## src/sv/avtd_pkg.sv

```systemverilog
package avtd_pkg;

    // Field widths
    localparam int LEVEL_W    = 16;
    localparam int COUNT_W    = 16;
    localparam int FRAC_W     = 16;                 // noise floor fraction bits
    localparam int FLOOR_W    = LEVEL_W + FRAC_W;   // noise floor, Q16.16
    localparam int MULT_W     = 16;                 // Q8.8 multiplier
    localparam int MULT_FRAC  = 8;
    localparam int ALPHA_W    = 16;                 // Q0.16 alpha
    localparam int THR_SHIFT  = FRAC_W + MULT_FRAC; // floor * mult back to level units
    localparam int PROD_W     = FLOOR_W + MULT_W;
    localparam int STEP_W     = FLOOR_W + ALPHA_W;
    localparam int CFG_DATA_W = 32;
    localparam int CFG_IDX_W  = 3;

    typedef enum logic [1:0] {
        KIND_LEVEL      = 2'd0,
        KIND_RESP_START = 2'd1,
        KIND_RESP_END   = 2'd2,
        KIND_RESET      = 2'd3
    } kind_t;

    typedef enum logic [1:0] {
        PH_IDLE = 2'd0,
        PH_USER = 2'd1,
        PH_PROC = 2'd2,
        PH_ASST = 2'd3
    } phase_t;

    typedef enum logic [CFG_IDX_W-1:0] {
        CFG_MODE       = 3'd0,
        CFG_START_THR  = 3'd1,
        CFG_END_THR    = 3'd2,
        CFG_MIN_SPEECH = 3'd3,
        CFG_HANGOVER   = 3'd4,
        CFG_BARGE_IN   = 3'd5,
        CFG_NOISE_MULT = 3'd6,
        CFG_NOISE_ALPH = 3'd7
    } cfg_idx_t;

    typedef struct packed {
        kind_t              kind;
        logic [LEVEL_W-1:0] level;
        logic               assistant_speaking;
    } req_t;

    typedef struct packed {
        phase_t             turn_state;
        logic               speech_started;
        logic               speech_ended;
        logic               barge_in;
        logic [LEVEL_W-1:0] eff_start_level;
        logic [LEVEL_W-1:0] eff_end_level;
        logic [LEVEL_W-1:0] noise_floor_level;
    } res_t;

    typedef struct packed {
        logic               enable;
        logic               barge_en;
        logic               adaptive;
        logic [LEVEL_W-1:0] start_threshold;
        logic [LEVEL_W-1:0] end_threshold;
        logic [COUNT_W-1:0] min_speech_frames;
        logic [COUNT_W-1:0] hangover_frames;
        logic [COUNT_W-1:0] barge_in_frames;
        logic [MULT_W-1:0]  start_mult;
        logic [MULT_W-1:0]  end_mult;
        logic [ALPHA_W-1:0] rise_alpha;
        logic [ALPHA_W-1:0] fall_alpha;
    } cfg_t;

    // Register defaults: block enabled, everything else zero
    localparam cfg_t CFG_RESET = cfg_t'({1'b1, {($bits(cfg_t)-1){1'b0}}});

    typedef struct packed {
        logic [LEVEL_W-1:0] start_lvl;
        logic [LEVEL_W-1:0] stop_lvl;
    } thr_t;

    typedef struct packed {
        logic started;
        logic ended;
        logic barged;
    } evt_t;

endpackage

```

## src/sv/avtd_cfg.sv

```systemverilog
module avtd_cfg (
    input  logic                               clk,
    input  logic                               rst_n,
    input  logic                               cfg_we,
    input  logic [avtd_pkg::CFG_IDX_W-1:0]     cfg_index,
    input  logic [avtd_pkg::CFG_DATA_W-1:0]    cfg_data,
    output avtd_pkg::cfg_t                     cfg
);

    avtd_pkg::cfg_t cfg_reg;

    always_ff @(posedge clk or negedge rst_n)
    begin
        if (!rst_n)
        begin
            cfg_reg <= avtd_pkg::CFG_RESET;
        end
        else if (cfg_we)
        begin
            unique case (avtd_pkg::cfg_idx_t'(cfg_index))
                avtd_pkg::CFG_MODE:
                begin
                    cfg_reg.enable   <= cfg_data[0];
                    cfg_reg.barge_en <= cfg_data[1];
                    cfg_reg.adaptive <= cfg_data[2];
                end
                avtd_pkg::CFG_START_THR:
                    cfg_reg.start_threshold <= cfg_data[avtd_pkg::LEVEL_W-1:0];
                avtd_pkg::CFG_END_THR:
                    cfg_reg.end_threshold <= cfg_data[avtd_pkg::LEVEL_W-1:0];
                avtd_pkg::CFG_MIN_SPEECH:
                    cfg_reg.min_speech_frames <= cfg_data[avtd_pkg::COUNT_W-1:0];
                avtd_pkg::CFG_HANGOVER:
                    cfg_reg.hangover_frames <= cfg_data[avtd_pkg::COUNT_W-1:0];
                avtd_pkg::CFG_BARGE_IN:
                    cfg_reg.barge_in_frames <= cfg_data[avtd_pkg::COUNT_W-1:0];
                avtd_pkg::CFG_NOISE_MULT:
                begin
                    cfg_reg.start_mult <= cfg_data[15:0];
                    cfg_reg.end_mult   <= cfg_data[31:16];
                end
                avtd_pkg::CFG_NOISE_ALPH:
                begin
                    cfg_reg.rise_alpha <= cfg_data[15:0];
                    cfg_reg.fall_alpha <= cfg_data[31:16];
                end
            endcase
        end
    end

    assign cfg = cfg_reg;

endmodule

```

## src/sv/avtd_level.sv

```systemverilog
module avtd_level (
    input  logic                             clk,
    input  logic                             rst_n,
    input  avtd_pkg::cfg_t                   cfg,
    input  logic                             upd,
    input  logic [avtd_pkg::LEVEL_W-1:0]     level,
    output avtd_pkg::thr_t                   thr,
    output avtd_pkg::thr_t                   hold_next,
    output logic [avtd_pkg::LEVEL_W-1:0]     floor_lvl_next
);

    // floor * Q8.8 multiplier, saturated to a level, then max with the register
    function automatic logic [avtd_pkg::LEVEL_W-1:0] eff_level(
        input logic [avtd_pkg::FLOOR_W-1:0] fl,
        input logic [avtd_pkg::MULT_W-1:0]  m,
        input logic [avtd_pkg::LEVEL_W-1:0] r
    );
        logic [avtd_pkg::PROD_W-1:0]  p;
        logic [avtd_pkg::LEVEL_W-1:0] s;
        p = avtd_pkg::PROD_W'(fl) * avtd_pkg::PROD_W'(m);
        if (|p[avtd_pkg::PROD_W-1:avtd_pkg::THR_SHIFT+avtd_pkg::LEVEL_W])
            s = '1;
        else
            s = p[avtd_pkg::THR_SHIFT+avtd_pkg::LEVEL_W-1:avtd_pkg::THR_SHIFT];
        return (s > r) ? s : r;
    endfunction

    logic [avtd_pkg::FLOOR_W-1:0] floor_reg;
    logic [avtd_pkg::FLOOR_W-1:0] floor_next;
    avtd_pkg::thr_t               hold_reg;

    logic [avtd_pkg::FLOOR_W-1:0] target;
    logic                         up;
    logic [avtd_pkg::FLOOR_W-1:0] diff;
    logic [avtd_pkg::ALPHA_W-1:0] alpha;
    logic [avtd_pkg::STEP_W-1:0]  step_prod;
    logic [avtd_pkg::FLOOR_W-1:0] step;
    logic [avtd_pkg::FLOOR_W-1:0] floor_adapt;
    logic                         adapt_en;

    always_comb
    begin
        if (cfg.adaptive)
        begin
            thr.start_lvl = eff_level(floor_reg, cfg.start_mult, cfg.start_threshold);
            thr.stop_lvl  = eff_level(floor_reg, cfg.end_mult, cfg.end_threshold);
        end
        else
        begin
            thr.start_lvl = cfg.start_threshold;
            thr.stop_lvl  = cfg.end_threshold;
        end
    end

    // Step toward the level; computed alongside the thresholds, applied after compare
    always_comb
    begin
        target    = {level, {avtd_pkg::FRAC_W{1'b0}}};
        up        = target > floor_reg;
        diff      = up ? (target - floor_reg) : (floor_reg - target);
        alpha     = up ? cfg.rise_alpha : cfg.fall_alpha;
        step_prod = avtd_pkg::STEP_W'(alpha) * avtd_pkg::STEP_W'(diff);
        // zero alpha stands for 1.0
        step      = (alpha == '0) ? diff
                                  : step_prod[avtd_pkg::STEP_W-1:avtd_pkg::ALPHA_W];
        floor_adapt = up ? (floor_reg + step) : (floor_reg - step);
    end

    assign adapt_en       = upd && cfg.adaptive && (level < thr.start_lvl);
    assign floor_next     = adapt_en ? floor_adapt : floor_reg;
    assign hold_next      = upd ? thr : hold_reg;
    assign floor_lvl_next = floor_next[avtd_pkg::FLOOR_W-1:avtd_pkg::FRAC_W];

    always_ff @(posedge clk or negedge rst_n)
    begin
        if (!rst_n)
        begin
            floor_reg <= '0;
            hold_reg  <= '0;
        end
        else
        begin
            floor_reg <= floor_next;
            hold_reg  <= hold_next;
        end
    end

endmodule

```

## src/sv/avtd_turn.sv

```systemverilog
module avtd_turn (
    input  logic             clk,
    input  logic             rst_n,
    input  logic             adv,
    input  avtd_pkg::req_t   req,
    input  avtd_pkg::cfg_t   cfg,
    input  avtd_pkg::thr_t   thr,
    output avtd_pkg::phase_t phase_next,
    output avtd_pkg::evt_t   evt
);

    function automatic logic [avtd_pkg::COUNT_W-1:0] sat_inc(
        input logic [avtd_pkg::COUNT_W-1:0] c
    );
        return (&c) ? c : c + 1'b1;
    endfunction

    avtd_pkg::phase_t             phase_reg;
    logic [avtd_pkg::COUNT_W-1:0] speech_run_reg;
    logic [avtd_pkg::COUNT_W-1:0] speech_run_next;
    logic [avtd_pkg::COUNT_W-1:0] silence_run_reg;
    logic [avtd_pkg::COUNT_W-1:0] silence_run_next;

    logic                         above_start;
    logic                         below_stop;
    logic                         barge_cond;
    logic [avtd_pkg::COUNT_W-1:0] speech_inc;
    logic [avtd_pkg::COUNT_W-1:0] silence_inc;
    logic                         start_hit;
    logic                         stop_hit;
    logic                         barge_hit;

    assign above_start = req.level >= thr.start_lvl;
    assign below_stop  = req.level < thr.stop_lvl;
    assign barge_cond  = cfg.barge_en && req.assistant_speaking && above_start;
    assign speech_inc  = sat_inc(speech_run_reg);
    assign silence_inc = sat_inc(silence_run_reg);
    assign start_hit   = above_start && (speech_inc >= cfg.min_speech_frames);
    assign stop_hit    = below_stop && (silence_inc >= cfg.hangover_frames);
    assign barge_hit   = barge_cond && (speech_inc >= cfg.barge_in_frames);

    // Next phase
    always_comb
    begin
        phase_next = phase_reg;
        unique case (req.kind)
            avtd_pkg::KIND_RESP_START: phase_next = avtd_pkg::PH_ASST;
            avtd_pkg::KIND_RESP_END:
                if (phase_reg == avtd_pkg::PH_ASST)
                    phase_next = avtd_pkg::PH_IDLE;
            avtd_pkg::KIND_RESET: phase_next = avtd_pkg::PH_IDLE;
            avtd_pkg::KIND_LEVEL:
                if (cfg.enable)
                begin
                    unique case (phase_reg)
                        avtd_pkg::PH_IDLE: if (start_hit) phase_next = avtd_pkg::PH_USER;
                        avtd_pkg::PH_USER: if (stop_hit) phase_next = avtd_pkg::PH_PROC;
                        avtd_pkg::PH_ASST: if (barge_hit) phase_next = avtd_pkg::PH_USER;
                        avtd_pkg::PH_PROC: ;
                    endcase
                end
        endcase
    end

    // Run counters and events
    always_comb
    begin
        speech_run_next  = speech_run_reg;
        silence_run_next = silence_run_reg;
        evt              = '0;
        if (req.kind != avtd_pkg::KIND_LEVEL)
        begin
            speech_run_next  = '0;
            silence_run_next = '0;
        end
        else if (cfg.enable)
        begin
            unique case (phase_reg)
                avtd_pkg::PH_IDLE:
                    if (above_start)
                    begin
                        speech_run_next = speech_inc;
                        if (start_hit)
                        begin
                            silence_run_next = '0;
                            evt.started      = 1'b1;
                        end
                    end
                    else
                        speech_run_next = '0;
                avtd_pkg::PH_USER:
                    if (below_stop)
                    begin
                        silence_run_next = silence_inc;
                        if (stop_hit)
                        begin
                            speech_run_next = '0;
                            evt.ended       = 1'b1;
                        end
                    end
                    else
                        silence_run_next = '0;
                avtd_pkg::PH_ASST:
                    if (barge_cond)
                    begin
                        speech_run_next = speech_inc;
                        if (barge_hit)
                        begin
                            speech_run_next  = '0;
                            silence_run_next = '0;
                            evt.barged       = 1'b1;
                            evt.started      = 1'b1;
                        end
                    end
                    else
                        speech_run_next = '0;
                avtd_pkg::PH_PROC: ;
            endcase
        end
    end

    always_ff @(posedge clk or negedge rst_n)
    begin
        if (!rst_n)
        begin
            phase_reg       <= avtd_pkg::PH_IDLE;
            speech_run_reg  <= '0;
            silence_run_reg <= '0;
        end
        else if (adv)
        begin
            phase_reg       <= phase_next;
            speech_run_reg  <= speech_run_next;
            silence_run_reg <= silence_run_next;
        end
    end

endmodule

```

## src/sv/adaptive_voice_turn_detector_top.sv

```systemverilog
// Pipeline: an accepted request is registered in the input stage, and its result is
//   registered in the result stage once that stage is empty or being drained.
// Throughput: one request per cycle while res_ready stays high; the phase, run counters
//   and noise floor are updated as a request moves from input to result register.
// Reset: rst_n is asynchronous, active low; it returns the phase to idle, clears
//   counters, noise floor, held thresholds and both pipeline stages, and loads the
//   registers with their defaults (block enabled, all else zero).
module adaptive_voice_turn_detector_top (
    input  logic                               clk,
    input  logic                               rst_n,
    input  logic                               req_valid,
    output logic                               req_ready,
    input  avtd_pkg::req_t                     req,
    output logic                               res_valid,
    input  logic                               res_ready,
    output avtd_pkg::res_t                     res,
    input  logic                               cfg_we,
    input  logic [avtd_pkg::CFG_IDX_W-1:0]     cfg_index,
    input  logic [avtd_pkg::CFG_DATA_W-1:0]    cfg_data
);

    // Input stage: holds the request whose work is done when the stage advances
    logic               s1_valid_reg;
    avtd_pkg::req_t     s1_req_reg;

    // Result stage: holds the finished result until the consumer takes it
    logic               res_valid_reg;
    avtd_pkg::res_t     res_reg;
    avtd_pkg::res_t     res_next;

    logic               adv;
    logic               upd;

    avtd_pkg::cfg_t     cfg;
    avtd_pkg::thr_t     thr;
    avtd_pkg::thr_t     hold_next;
    logic [avtd_pkg::LEVEL_W-1:0] floor_lvl_next;
    avtd_pkg::phase_t   phase_next;
    avtd_pkg::evt_t     evt;

    // Advance the input stage whenever the result stage is empty or being drained.
    // All state commits on the same edge, so the next request sees it at once.
    assign adv       = s1_valid_reg && (!res_valid_reg || res_ready);
    assign req_ready = !s1_valid_reg || adv;

    // Noise floor and held thresholds move only on level frames while enabled
    assign upd = adv && (s1_req_reg.kind == avtd_pkg::KIND_LEVEL) && cfg.enable;

    avtd_cfg u_cfg (
        .clk       (clk),
        .rst_n     (rst_n),
        .cfg_we    (cfg_we),
        .cfg_index (cfg_index),
        .cfg_data  (cfg_data),
        .cfg       (cfg)
    );

    // Effective thresholds, noise floor tracking, threshold hold
    avtd_level u_level (
        .clk            (clk),
        .rst_n          (rst_n),
        .cfg            (cfg),
        .upd            (upd),
        .level          (s1_req_reg.level),
        .thr            (thr),
        .hold_next      (hold_next),
        .floor_lvl_next (floor_lvl_next)
    );

    // Turn phase machine with speech and silence runs
    avtd_turn u_turn (
        .clk        (clk),
        .rst_n      (rst_n),
        .adv        (adv),
        .req        (s1_req_reg),
        .cfg        (cfg),
        .thr        (thr),
        .phase_next (phase_next),
        .evt        (evt)
    );

    always_comb
    begin
        res_next.turn_state        = phase_next;
        res_next.speech_started    = evt.started;
        res_next.speech_ended      = evt.ended;
        res_next.barge_in          = evt.barged;
        res_next.eff_start_level   = hold_next.start_lvl;
        res_next.eff_end_level     = hold_next.stop_lvl;
        res_next.noise_floor_level = floor_lvl_next;
    end

    // Control: valid flags
    always_ff @(posedge clk or negedge rst_n)
    begin
        if (!rst_n)
        begin
            s1_valid_reg  <= 1'b0;
            res_valid_reg <= 1'b0;
        end
        else
        begin
            if (req_ready)
                s1_valid_reg <= req_valid;
            if (adv)
                res_valid_reg <= 1'b1;
            else if (res_ready)
                res_valid_reg <= 1'b0;
        end
    end

    // Payload: capture the request, and the result when the input stage advances
    always_ff @(posedge clk or negedge rst_n)
    begin
        if (!rst_n)
        begin
            s1_req_reg <= '0;
            res_reg    <= '0;
        end
        else
        begin
            if (req_valid && req_ready)
                s1_req_reg <= req;
            if (adv)
                res_reg <= res_next;
        end
    end

    assign res_valid = res_valid_reg;
    assign res       = res_reg;

endmodule

```

## config.mk

```make
export PLATFORM = sky130hd
export DESIGN_NAME = adaptive_voice_turn_detector_top
export DESIGN_NICKNAME = d
export VERILOG_FILES = /design/src/sv/avtd_pkg.sv /design/src/sv/avtd_cfg.sv /design/src/sv/avtd_level.sv /design/src/sv/avtd_turn.sv /design/src/sv/adaptive_voice_turn_detector_top.sv
export SDC_FILE = /design/constraint.sdc
export NUM_CORES = 2
export LEC_CHECK = 0
export BUFFER_PORTS_ARGS = -buffer_cell sky130_fd_sc_hd__buf_4
export CORE_AREA = 10 10 376 378
export CTS_BUF_LIST = sky130_fd_sc_hd__clkbuf_4 sky130_fd_sc_hd__clkbuf_8
export CTS_CLUSTER_SIZE = 40
export DETAILED_ROUTE_END_ITERATION = 8
export DIE_AREA = 0 0 386 388
export PLACE_DENSITY = 0.65
export SYNTH_ARGS = -nofsm -noshare
export SYNTH_HDL_FRONTEND = slang
export SYNTH_SLANG_ARGS = --single-unit
```

## constraint.sdc

```tcl
create_clock -name clk -period 29.7 [get_ports clk]
set_input_delay 4.455 -clock clk [delete_from_list [all_inputs] [get_ports clk]]
set_output_delay 4.455 -clock clk [all_outputs]
set_load 0.005 [all_outputs]
```

==> impl_metrics.csv <==
group,metric,value,unit
sta,fmax,67.7,MHz
clock_network,cts_setup_buffers,0,
sta,fin_crit_sh,49.8,%
setup_path,criticalPathCategory,"reg -> reg",
synthesis,synth-xor-area-share,2.36,%
sta,slew_headroom,9.44,%
clock_network,clock_latency,680,ps
routing,drtAntennaViolNets,0,
setup_path,reg2reg_slack,14920,ps
layout,largest_register_ffs,147,
layout,final_common_cell,"inv_1",
synthesis,synth_compound_area_share,7.49,%
floorplan,die_w,386,um
grt,grt_max_degree,151,
sta,setup_tns,0,ps
placement,dpl_cell_area,69300,um2
clock_network,h-tree-depth,2,
hold_path,holdCritPathClass,"reg -> reg",
routing,dr.pass1.iters,7,
placement,gp_congestion,0.942,
layout,final_cell_mix,"inv_1, nand2_1, fa_1",
hold_path,min_from,"u_level.hold_reg[16]$_DFF_PN0_",
synthesis,synth_edf_count,0,
sta,drv_slew,0,
setup_path,end_kind,"flop",
setup_path,r2r-end,"res[15]$_DFFE_PN0P_",
layout,syn2layout_area_growth,6.06,%
synthesis,synth_top_family_by_area,"adder cells",
setup_path,crit_fanout,57,
layout,nNetsFinal,9252,
layout,final_cell_area,70500,um2
synthesis,synth_warnings,0,
sta,rsz0062_at_grt,"false",
synthesis,ys_ff_latch,317,
setup_path,arrival,15320,ps
sta,fin_skew,20.8,ps
clock_network,hold_buffers,0,
hold_path,hold_depth,1,
grt,antenna_found_initial,2,
floorplan,dieHeight,388,um
setup_path,crit_top_cell,"fa_1",
grt,grt_first_pass_wirelength,307,mm
sta,tightest_slew,1320,ps
clock_network,cts_tree,"built",
synthesis,avgSynthCellArea,8.88,um2
routing,wl,191,mm
grt,grt_pass1_vias,54900,
grt,overflow,0,
routing,vias,51100,
synthesis,synth-simple-area-share,17.2,%
clock_network,max-clock-path-buffers,3,
synthesis,ys_seq_area_share,11.9,%
grt,grt_util_all_layers,25.9,%
clock_network,cts-root-buf,"clkbuf_8",
setup_path,worstReg2RegStart,"u_level.floor_reg[22]$_DFF_PN0_",
setup_path,critical_path_required,30250,ps
routing,initialDrtViolationCount,3610,
setup_path,rr_worst_depth,46,
synthesis,syn_nets,9324,
setup_path,critPathMaxStageDelay,750,ps
sta,setup_viol,0,
run,cap_violations,0,
synthesis,synth_fa_ha_area_share,47.7,%
synthesis,synth.cell_area,66500,um2
clock_network,clk_pin_slew,70,ps
sta,hold_viol_final,0,
routing,post_drt_wl_per_cell,20.7,um
floorplan,die_area,150000,um2
floorplan,io_pins,114,
layout,drive_gt1_share,7.53,%
placement,dpl.hpwl,145,mm
floorplan,start_util,49.9,%
clock_network,cts-resized-gates,0,
sta,fin_crit,14780,ps
clock_network,numCtsBuffers,56,
clock_network,clock_sinks,317,
setup_path,slowest_stage,"nand2_2",
placement,io_buffers,113,
floorplan,core,133000,um2
outcome,status,"complete, no violations",
setup_path,startpoint_type,"flop",
synthesis,ys.flop_type,"dfrtp_1",
routing,drc,0,
synthesis,synthCells,7481,
floorplan,rows,134,
synthesis,synth_mux_area_share,3.12,%
routing,viasPerCell,5.55,
synthesis,synth_cell_types,83,
synthesis,async_flop_share,100,%
hold_path,min_to,"u_level.hold_reg[16]$_DFF_PN0_",
cell usage after synthesis, types with 18 or more instances:
cell,number,area (um2)
a211oi_1,21,158
a21o_1,126,946
a21oi_1,181,906
a221o_1,21,210
a31oi_1,36,225
and2_1,460,2880
and3_1,34,213
buf_1,20,75.1
clkbuf_1,356,1340
dfrtp_1,316,7910
fa_1,1253,25100
ha_1,531,6640
inv_1,1404,5270
mux2_2,149,1680
mux2i_1,38,380
nand2_1,1297,4870
nand2b_1,64,400
nand3_1,81,405
nand4_1,35,219
nor2_1,241,905
nor2b_1,77,482
nor3_1,43,215
nor4_1,21,131
o21a_1,27,203
o21ai_0,224,1120
o21bai_1,18,135
or3_1,24,150
xnor2_1,100,876
xor2_1,76,666
worst max path at each step:
stage                                    startpoint             endpoint  slack, ps  depth (start not counted)
detailed placement  u_level.floor_reg[22]$_DFF_PN0_  res[15]$_DFFE_PN0P_      15140                         46
CTS                 u_level.floor_reg[22]$_DFF_PN0_  res[15]$_DFFE_PN0P_      15060                         46
global placement    u_level.floor_reg[22]$_DFF_PN0_  res[15]$_DFFE_PN0P_      15060                         46
floorplan           u_level.floor_reg[16]$_DFF_PN0_  res[15]$_DFFE_PN0P_      16210                         52
global route        u_level.floor_reg[22]$_DFF_PN0_  res[15]$_DFFE_PN0P_      14100                         46
finish              u_level.floor_reg[22]$_DFF_PN0_  res[15]$_DFFE_PN0P_      14920                         46
kinds of logic after synthesis:
group | count (synthesis)
simple gates | 2448
buf+inv | 1786
fa+ha+maj | 1784
compound gates | 781
flops | 317
mux | 188
xor+xnor | 177
worst max-delay path, delay by kind of cell (launching register included):
family                   cells  cell delay [ps]
AO/OA/AOI/OAI               15             4190
XOR/XNOR                     4             1070
adder cells (fa/ha/maj)      9             4420
buffers and inverters        5             1090
flip-flops                   1              360
multiplexers                 1              270
AND/OR/NAND/NOR             12             3140
per-stage QoR:
stage / cells / worst slack [ps] / hold slack [ps] / util (%)
finish: 9220 / 14920 / 478 / 52.9
global route: 9218 / 14100 / 498 / 52.9
CTS: 9218 / 15060 / 479 / 52.9
detailed placement: 9119 / 15140 / 463 / 52.0
global placement: 9119 / 15060 / 460 / 52.0
floorplan: 7481 / 16210 / 447 / -
area by class of cell:
class,instances,area [um2]
diodes,2,5.00
clock buffers,89,1110
clock inverters,10,120
fillers,12400,62800
inverters,1406,5280
multi-input cells,5378,51900
flip-flops and latches,317,7930
well taps,1768,2210
repair buffers,250,1900
metal layers:
metal | routed length, um | GRT usage (%)
met2 | 90600 | 42.7
met3 | 14200 | 4.75
met1 | 78500 | 34.2
met5 | 7 | 0
met4 | 7490 | 8.85
Power is left out: the tool's default activity adds up to more than one toggle a clock period on the data nets, which glitch-free logic cannot reach.
